File: src/sv/etwm_pkg.sv
// Shared types and constants of the telemetry window monitor.
`timescale 1ns / 1ps
`default_nettype none

package etwm_pkg;

    // Item kinds carried in tuser.
    localparam logic KIND_FRAME = 1'b0;
    localparam logic KIND_TICK  = 1'b1;

    // Configuration register indexes.
    localparam int CFG_INDEX_W = 1;
    localparam logic [CFG_INDEX_W-1:0] CFG_WINDOW_TICKS   = 1'd0;
    localparam logic [CFG_INDEX_W-1:0] CFG_ALERT_HOLDOFF  = 1'd1;
    localparam int CFG_DATA_W  = 16;

    // Message types decoded from the extended identifier.
    localparam logic [15:0] TYPE_CURRENT = 16'd20051;
    localparam logic [15:0] TYPE_TEMP    = 16'd20052;

    // Field widths.
    localparam int IDENT_W   = 29;
    localparam int PAYLOAD_W = 48;
    localparam int TEMP_W    = 8;
    localparam int SUM_W     = 21;
    localparam int COUNT_W   = 6;
    localparam int TICK_W    = 16;

    localparam logic [SUM_W-1:0]   SUM_MAX   = '1;
    localparam logic [COUNT_W-1:0] COUNT_MAX = '1;

    localparam int IN_TDATA_W  = 80;
    localparam int OUT_TDATA_W = 40;

    // One accepted input item.
    typedef struct packed {
        logic                 kind;
        logic [IDENT_W-1:0]   can_ident;
        logic [PAYLOAD_W-1:0] payload;
    } t_item;

    // One window report.
    typedef struct packed {
        logic                 link_lost_alert;
        logic [COUNT_W-1:0]   node_count;
        logic [SUM_W-1:0]     current_total;
        logic                 temperature_seen;
        logic [TEMP_W-1:0]    peak_temperature;
    } t_report;

endpackage

`default_nettype wire

File: src/sv/esc_telemetry_window_monitor.sv
// Top level of the motor-controller telemetry window monitor.
`timescale 1ns / 1ps
`default_nettype none

// The monitor takes telemetry frames (tuser low) and time ticks (tuser high),
// one request per clock. Bus-current reports add the first reading of each node
// in slots 0 to NODE_SLOTS-1 to the window sum; temperature reports track the
// peak. The tick that carries the window count past window_ticks emits one
// report and clears the window. Each request is held in the input register
// and updates the window state as it leaves it; its report is then written to
// the result register and offered on the master side. A new request is taken
// every cycle while the result register is empty or being drained; a report
// not taken stalls the input register, which then holds one request.
// Configuration writes are taken at any time and should be made while idle.
module esc_telemetry_window_monitor import etwm_pkg::*; #(
    parameter int NODE_SLOTS = 32
) (
    input  wire                    i_clk,
    input  wire                    i_rst_n,
    // Configuration write port.
    input  wire                    i_cfg_we,
    input  wire [CFG_INDEX_W-1:0]  i_cfg_index,
    input  wire [CFG_DATA_W-1:0]   i_cfg_data,
    // Input stream.
    input  wire                    s_axis_tvalid,
    output logic                   s_axis_tready,
    // tdata: can_ident [28:0], payload [76:29], zero [79:77]
    input  wire [IN_TDATA_W-1:0]   s_axis_tdata,
    // tuser: kind [0]
    input  wire                    s_axis_tuser,
    // Report stream.
    output logic                   m_axis_tvalid,
    input  wire                    m_axis_tready,
    // tdata: peak_temperature [7:0], temperature_seen [8], current_total [29:9],
    //        node_count [35:30], link_lost_alert [36], zero [39:37]
    output logic [OUT_TDATA_W-1:0] m_axis_tdata
);

    logic [TICK_W-1:0] r_window_ticks;
    logic [TICK_W-1:0] r_holdoff_ticks;

    logic              r_in_valid, n_in_valid;
    t_item             r_in, n_in;
    logic              r_out_valid, n_out_valid;
    t_report           r_out, n_out;

    logic              w_out_free;
    logic              w_fire;
    logic              w_accept;
    logic              w_report_valid;
    t_report           w_report;

    // Configuration registers.
    always_ff @(posedge i_clk) begin
        if (!i_rst_n) begin
            r_window_ticks  <= TICK_W'(1200);
            r_holdoff_ticks <= TICK_W'(6000);
        end else if (i_cfg_we) begin
            case (i_cfg_index)
                CFG_WINDOW_TICKS:  r_window_ticks  <= i_cfg_data;
                CFG_ALERT_HOLDOFF: r_holdoff_ticks <= i_cfg_data;
                default: ;
            endcase
        end
    end

    // Handshake: the held request moves on when the result slot is free.
    always_comb begin
        w_out_free    = !r_out_valid || m_axis_tready;
        w_fire        = r_in_valid && w_out_free;
        s_axis_tready = !r_in_valid || w_out_free;
        w_accept      = s_axis_tvalid && s_axis_tready;
    end

    // Input register.
    always_comb begin
        n_in_valid = r_in_valid;
        n_in       = r_in;
        if (w_accept) begin
            n_in_valid     = 1'b1;
            n_in.kind      = s_axis_tuser;
            n_in.can_ident = s_axis_tdata[IDENT_W-1:0];
            n_in.payload   = s_axis_tdata[IDENT_W+PAYLOAD_W-1:IDENT_W];
        end else if (w_fire) begin
            n_in_valid = 1'b0;
        end
    end

    etwm_window_core #(
        .NODE_SLOTS (NODE_SLOTS)
    ) u_core (
        .i_clk           (i_clk),
        .i_rst_n         (i_rst_n),
        .i_fire          (w_fire),
        .i_item          (r_in),
        .i_window_ticks  (r_window_ticks),
        .i_holdoff_ticks (r_holdoff_ticks),
        .o_report_valid  (w_report_valid),
        .o_report        (w_report)
    );

    // Result register.
    always_comb begin
        n_out_valid = r_out_valid;
        n_out       = r_out;
        if (w_fire && w_report_valid) begin
            n_out_valid = 1'b1;
            n_out       = w_report;
        end else if (m_axis_tready) begin
            n_out_valid = 1'b0;
        end
    end

    always_ff @(posedge i_clk) begin
        if (!i_rst_n) begin
            r_in_valid  <= 1'b0;
            r_out_valid <= 1'b0;
        end else begin
            r_in_valid  <= n_in_valid;
            r_out_valid <= n_out_valid;
        end
    end

    always_ff @(posedge i_clk) begin
        r_in  <= n_in;
        r_out <= n_out;
    end

    assign m_axis_tvalid = r_out_valid;
    assign m_axis_tdata  = OUT_TDATA_W'(r_out);

endmodule

`default_nettype wire

File: src/sv/etwm_window_core.sv
// Window state of the telemetry monitor: accumulators, node masks and counters.
`timescale 1ns / 1ps
`default_nettype none

module etwm_window_core import etwm_pkg::*; #(
    parameter int NODE_SLOTS = 32
) (
    input  wire                    i_clk,
    input  wire                    i_rst_n,
    input  wire                    i_fire,
    input  t_item                  i_item,
    input  wire [TICK_W-1:0]       i_window_ticks,
    input  wire [TICK_W-1:0]       i_holdoff_ticks,
    output logic                   o_report_valid,
    output t_report                o_report
);

    logic [NODE_SLOTS-1:0] r_seen, n_seen;
    logic [NODE_SLOTS-1:0] r_ever, n_ever;
    logic [TEMP_W-1:0]     r_peak, n_peak;
    logic                  r_peak_valid, n_peak_valid;
    logic [SUM_W-1:0]      r_sum, n_sum;
    logic [COUNT_W-1:0]    r_count, n_count;
    logic [TICK_W-1:0]     r_window, n_window;
    logic [TICK_W-1:0]     r_holdoff, n_holdoff;

    logic [6:0]            w_node;
    logic [15:0]           w_type;
    logic [NODE_SLOTS-1:0] w_node_bit;
    logic                  w_new_node;
    logic [SUM_W:0]        w_sum_ext;
    logic [SUM_W-1:0]      w_sum_sat;
    logic [TEMP_W-1:0]     w_temp;
    logic [TICK_W-1:0]     w_holdoff_inc;
    logic                  w_window_end;
    logic                  w_alert;

    // Identifier decode and per-frame updates.
    always_comb begin
        w_node     = i_item.can_ident[6:0];
        w_type     = i_item.can_ident[23:8];
        w_node_bit = NODE_SLOTS'(1'b1) << w_node;
        w_new_node = (w_type == TYPE_CURRENT) && (32'(w_node) < NODE_SLOTS) &&
                     ((r_seen & w_node_bit) == '0);
        w_sum_ext  = {1'b0, r_sum} + (SUM_W + 1)'(i_item.payload[31:16]);
        w_sum_sat  = w_sum_ext[SUM_W] ? SUM_MAX : w_sum_ext[SUM_W-1:0];
        w_temp     = i_item.payload[7:0];
    end

    // Tick handling: saturating holdoff counter and window end detection.
    always_comb begin
        w_holdoff_inc = (r_holdoff == '1) ? r_holdoff : r_holdoff + TICK_W'(1);
        w_window_end  = (r_window >= i_window_ticks);
        w_alert       = ((r_ever & ~r_seen) != '0) && (w_holdoff_inc > i_holdoff_ticks);
    end

    // Report contents are the window state as it stands at the closing tick.
    always_comb begin
        o_report_valid            = i_fire && (i_item.kind == KIND_TICK) && w_window_end;
        o_report.peak_temperature = r_peak_valid ? r_peak : '0;
        o_report.temperature_seen = r_peak_valid;
        o_report.current_total    = r_sum;
        o_report.node_count       = r_count;
        o_report.link_lost_alert  = w_alert;
    end

    // Next state.
    always_comb begin
        n_seen       = r_seen;
        n_ever       = r_ever;
        n_peak       = r_peak;
        n_peak_valid = r_peak_valid;
        n_sum        = r_sum;
        n_count      = r_count;
        n_window     = r_window;
        n_holdoff    = r_holdoff;
        if (i_fire) begin
            if (i_item.kind == KIND_FRAME) begin
                if (w_new_node) begin
                    n_seen  = r_seen | w_node_bit;
                    n_sum   = w_sum_sat;
                    n_count = (r_count == COUNT_MAX) ? r_count : r_count + COUNT_W'(1);
                end
                if ((w_type == TYPE_TEMP) && (!r_peak_valid || (w_temp > r_peak))) begin
                    n_peak       = w_temp;
                    n_peak_valid = 1'b1;
                end
            end else begin
                n_holdoff = w_holdoff_inc;
                if (!w_window_end) begin
                    n_window = r_window + TICK_W'(1);
                end else begin
                    n_window     = '0;
                    if (w_alert) begin
                        n_holdoff = '0;
                    end
                    n_ever       = r_ever | r_seen;
                    n_seen       = '0;
                    n_sum        = '0;
                    n_count      = '0;
                    n_peak       = '0;
                    n_peak_valid = 1'b0;
                end
            end
        end
    end

    // State registers.
    always_ff @(posedge i_clk) begin
        if (!i_rst_n) begin
            r_seen       <= '0;
            r_ever       <= '0;
            r_peak       <= '0;
            r_peak_valid <= 1'b0;
            r_sum        <= '0;
            r_count      <= '0;
            r_window     <= '0;
            r_holdoff    <= '0;
        end else begin
            r_seen       <= n_seen;
            r_ever       <= n_ever;
            r_peak       <= n_peak;
            r_peak_valid <= n_peak_valid;
            r_sum        <= n_sum;
            r_count      <= n_count;
            r_window     <= n_window;
            r_holdoff    <= n_holdoff;
        end
    end

endmodule

`default_nettype wire

File: config.mk
export PLATFORM = sky130hd
export DESIGN_NAME = esc_telemetry_window_monitor
export DESIGN_NICKNAME = d
export VERILOG_FILES = /design/src/sv/etwm_pkg.sv /design/src/sv/esc_telemetry_window_monitor.sv /design/src/sv/etwm_window_core.sv
export SDC_FILE = /design/constraint.sdc
export NUM_CORES = 1
export LEC_CHECK = 0
export BUFFER_PORTS_ARGS = -buffer_cell sky130_fd_sc_hd__buf_2
export CORE_MARGIN = 2
export CORE_UTILIZATION = 30
export CTS_BUF_LIST = sky130_fd_sc_hd__clkbuf_16
export CTS_CLUSTER_DIAMETER = 80
export CTS_CLUSTER_SIZE = 20
export DETAILED_ROUTE_END_ITERATION = 12
export SYNTH_ARGS = -nofsm -noshare
export SYNTH_HDL_FRONTEND = slang
export SYNTH_SLANG_ARGS = --single-unit
File: constraint.sdc
create_clock -name i_clk -period 7 [get_ports i_clk]
set_clock_uncertainty 0.1 [all_clocks]
set_input_delay 1.4 -clock i_clk [delete_from_list [all_inputs] [get_ports i_clk]]
set_output_delay 1.4 -clock i_clk [all_outputs]
set_load 0.01 [all_outputs]
==> results.sh <==
export IMPL_status="finished, final reports clean"
export IMPL_placementRows=71
export IMPL_synthArstFlopShare=0
export IMPL_dpl_hpwl_mm=19.35
export IMPL_synth_area_leader_cell="dfxtp_1"
export IMPL_yosys_cell_types_count=79
export IMPL_crit_chain="ha_1, nand3_1, or4_1, nor3_2, nor2_1, nand3_1, xnor2_1, ha_1, a211o_1, o211ai_1, a21oi_1, nor3_1, o221ai_1, nand3_1, o211ai_1, o21ai_0"
export IMPL_slowest_delay_ps=640
export IMPL_cp_num_cells=16
export IMPL_avgSynthCellArea_um2=9.552
export IMPL_drcViolationCount=0
export IMPL_holdPathStages=2
export IMPL_ys_ff_latch=251
export IMPL_post_cts_setup_buffers=0
export IMPL_synthTopCellsByArea="dfxtp_1 29%, edfxtp_1 22%, ha_1 6.5%"
export IMPL_core_area_um2=37490
export IMPL_min_period_ps=4633
export IMPL_max_slew_worst_pin_slew_ps=997.4
export IMPL_cp_slowest_cell="or4_1"
export IMPL_synthCells=1190
export IMPL_startpoint_type="flip-flop"
export IMPL_ys_warnings_count=0
export IMPL_die_area_um2=39460
export IMPL_setup_violations=0
export IMPL_final_nets=1442
export IMPL_synthFlopType="dfxtp_1"
export IMPL_clk_insertion_delay_late_ps=500
export IMPL_cp_common_cell="nand3_1"
export IMPL_port_buffers=108
export IMPL_clock_path_buffers=3
export IMPL_grt_antenna_before_repair=0
export IMPL_rsz0062_at_grt="false"
export IMPL_ff2ff_path_depth=16
export IMPL_wirelength_mm=26.55
export IMPL_overflow=0
export IMPL_hold_ws_ps=356.0
export IMPL_ios=145
export IMPL_htreeDepth=1
export IMPL_clkSlewWorstSetupHoldPaths_ps=80
export IMPL_cts_sinks=251
export IMPL_initial_core_util=0.3032
export IMPL_wire_per_inst_um=14.75
export IMPL_grt_pass1_vias=8126
export IMPL_fmax_mhz=215.9
export IMPL_grt_util_all_layers=0.1331
export IMPL_cts_buffers=17
export IMPL_worst_setup_path_type="flip-flop to flip-flop"
export IMPL_synth_most_common_cell="dfxtp_1"
export IMPL_antenna_cells=0
export IMPL_timing_final_hold_violations=0
export IMPL_critPathMaxFanout=10
export IMPL_fp_dieH_um=198.7
export IMPL_first_pass_iters=5
export IMPL_ys_seq_area_frac=0.5169
export IMPL_max_cap_violations=0
export IMPL_cellLeakagePower_nw=5.061
export IMPL_place_area_um2=12410
export IMPL_synth_top_cell_area_share=0.2924
export IMPL_synth_area_um2=11370
export IMPL_end_kind="flip-flop"
export IMPL_worst_path_buf_inv=0
export IMPL_p_per_area_nw_per_um2=206.7
export IMPL_synth_edff_count=85
export IMPL_drive_above_1_share=0.1241
export IMPL_final_cell_area_um2=12910
export IMPL_cp_arrival_ps=4900
export IMPL_final_setup_tns_ps=0
export IMPL_cpLargestDelayFamily="simple AND/OR/NAND/NOR gates"
export IMPL_syn_to_final_growth_pct=13.57
export IMPL_max_slew_margin_rel=0.3326
export IMPL_ctsResizeCount=0
export IMPL_ys_top_cells_by_count="166 x dfxtp_1, 144 x nor2_1, 122 x a21oi_1"
export IMPL_required_ps=7260
export IMPL_hold_path_class="flip-flop to flip-flop"
export IMPL_ant_nets=0
export IMPL_cts_root_buf="clkbuf_16"
export IMPL_grt_pass1_wl_mm=42.55
export IMPL_slew_viol_final=0
export IMPL_period_share=0.6618
export IMPL_grt_max_degree=48
export IMPL_irDropWorstVdd_uv=126.1
export IMPL_cts_tree="built"
export IMPL_gp_congestion=0.8800
export IMPL_routed_via_count=8697
export IMPL_postCtsHoldBufs=0
export IMPL_viasPerCell=4.832
export IMPL_die_w_um=198.7
export IMPL_drtIter0Drc=553
## through the flow
| stage | setup slack [ps] | cells | total power, W | util |
|---|---|---|---|---|
| finish | 2367 | 1800 | 0.002669 | 0.3444 |
| global route | 2008 | 1800 | 0.002780 | 0.3444 |
| CTS | 2362 | 1800 | 0.002695 | 0.3444 |
| detailed placement | 2381 | 1771 | 0.001736 | 0.3312 |
| global placement | 2439 | 1771 | 0.001733 | 0.3312 |
| floorplan | 2984 | 1192 | 0.001681 | - |
## registers in the layout, summed over array words and instances, names as in the netlist, 16 cells and up
register and cells:
u_core.r_seen 32, u_core.r_window 16, r_holdoff_ticks 16, u_core.r_holdoff 16, r_window_ticks 16, m_axis_tdata 37, u_core.r_sum 21, r_in 48
u_core.r_ever 32
## area by class of cell
cell class                      instances  area, um^2
Clock inverter                         12       70.07
Sequential cell                       251        5876
Tap cell                              511       639.4
Timing Repair Buffer                  117       608.1
Fill cell                            3901       24580
Inverter                               95       356.6
Clock buffer                           17       425.4
Multi-Input combinational cell        797        4935
## worst paths after layout
path                             from             endpoint  slack, ps
setup / recovery  u_core.r_holdoff[0]  u_core.r_holdoff[1]       2370
hold / removal     r_holdoff_ticks[3]   r_holdoff_ticks[3]        360
setup reg to reg  u_core.r_holdoff[0]  u_core.r_holdoff[1]       2370
hold reg to reg    r_holdoff_ticks[3]   r_holdoff_ticks[3]        360
## cell families (layout without fill, tap and decap cells)
group / after synthesis / count (layout) / synth area share
xor gates and xnor gates: 46 / 46 / 0.03544
muxes: 11 / 11 / 0.01211
other: 1 / 3 / 0.0003299
and+or+nand+nor: 386 / 386 / 0.1587
DFF: 251 / 251 / 0.5169
buffers and inverters: 144 / 241 / 0.04975
AOI/OAI and AO/OA: 291 / 291 / 0.1600
adders and majority gates: 60 / 60 / 0.06670
## layer usage
| metal | wire (um) | part of all wire | track usage | vias up |
|---|---|---|---|---|
| met4 | 447 | 0.017 | 0.03013 | 0 |
| li1 | - | - | - | 4381 |
| met3 | 1246 | 0.047 | 0.01899 | 25 |
| met2 | 11990 | 0.45 | 0.2174 | 161 |
| met1 | 12870 | 0.48 | 0.1863 | 4130 |
| met5 | 0 | 0 | 0 | - |
## where the power goes
group	leakage [nW]	internal [W]	switching, W
combinational	2.55	0.0000544	0.0000860
clock	0.268	0.000454	0.000513
sequential	2.24	0.00154	0.0000259
total	5.06	0.00204	0.000625
## placed cells by master, fill, tap and decap left out, drive strengths merged, types with 9 or more instances in the layout
| cell | instances |
|---|---|
| dfxtp | 166 |
| nor2 | 144 |
| a21oi | 125 |
| buf | 117 |
| inv | 105 |
| nand2 | 100 |
| edfxtp | 85 |
| ha | 59 |
| nand3 | 45 |
| o21ai | 45 |
| xor2 | 24 |
| xnor2 | 22 |
| nand4 | 19 |
| clkbuf | 17 |
| o211ai | 15 |
| a21o | 14 |
| o22ai | 14 |
| a31oi | 14 |
| and3 | 12 |
| nor2b | 11 |
| a22o | 10 |
| nand2b | 9 |
| nor3 | 9 |
## worst register-to-register path, stage by stage, from the launching register on
cell	delay, ps
dfxtp_1	450
ha_1	210
nand3_1	160
or4_1	640
nor3_2	620
nor2_1	240
nand3_1	150
xnor2_1	100
ha_1	310
a211o_1	130
o211ai_1	80
a21oi_1	140
nor3_1	60
o221ai_1	220
nand3_1	180
o211ai_1	570
o21ai_0	150
Power figures use the tool's default switching activity.
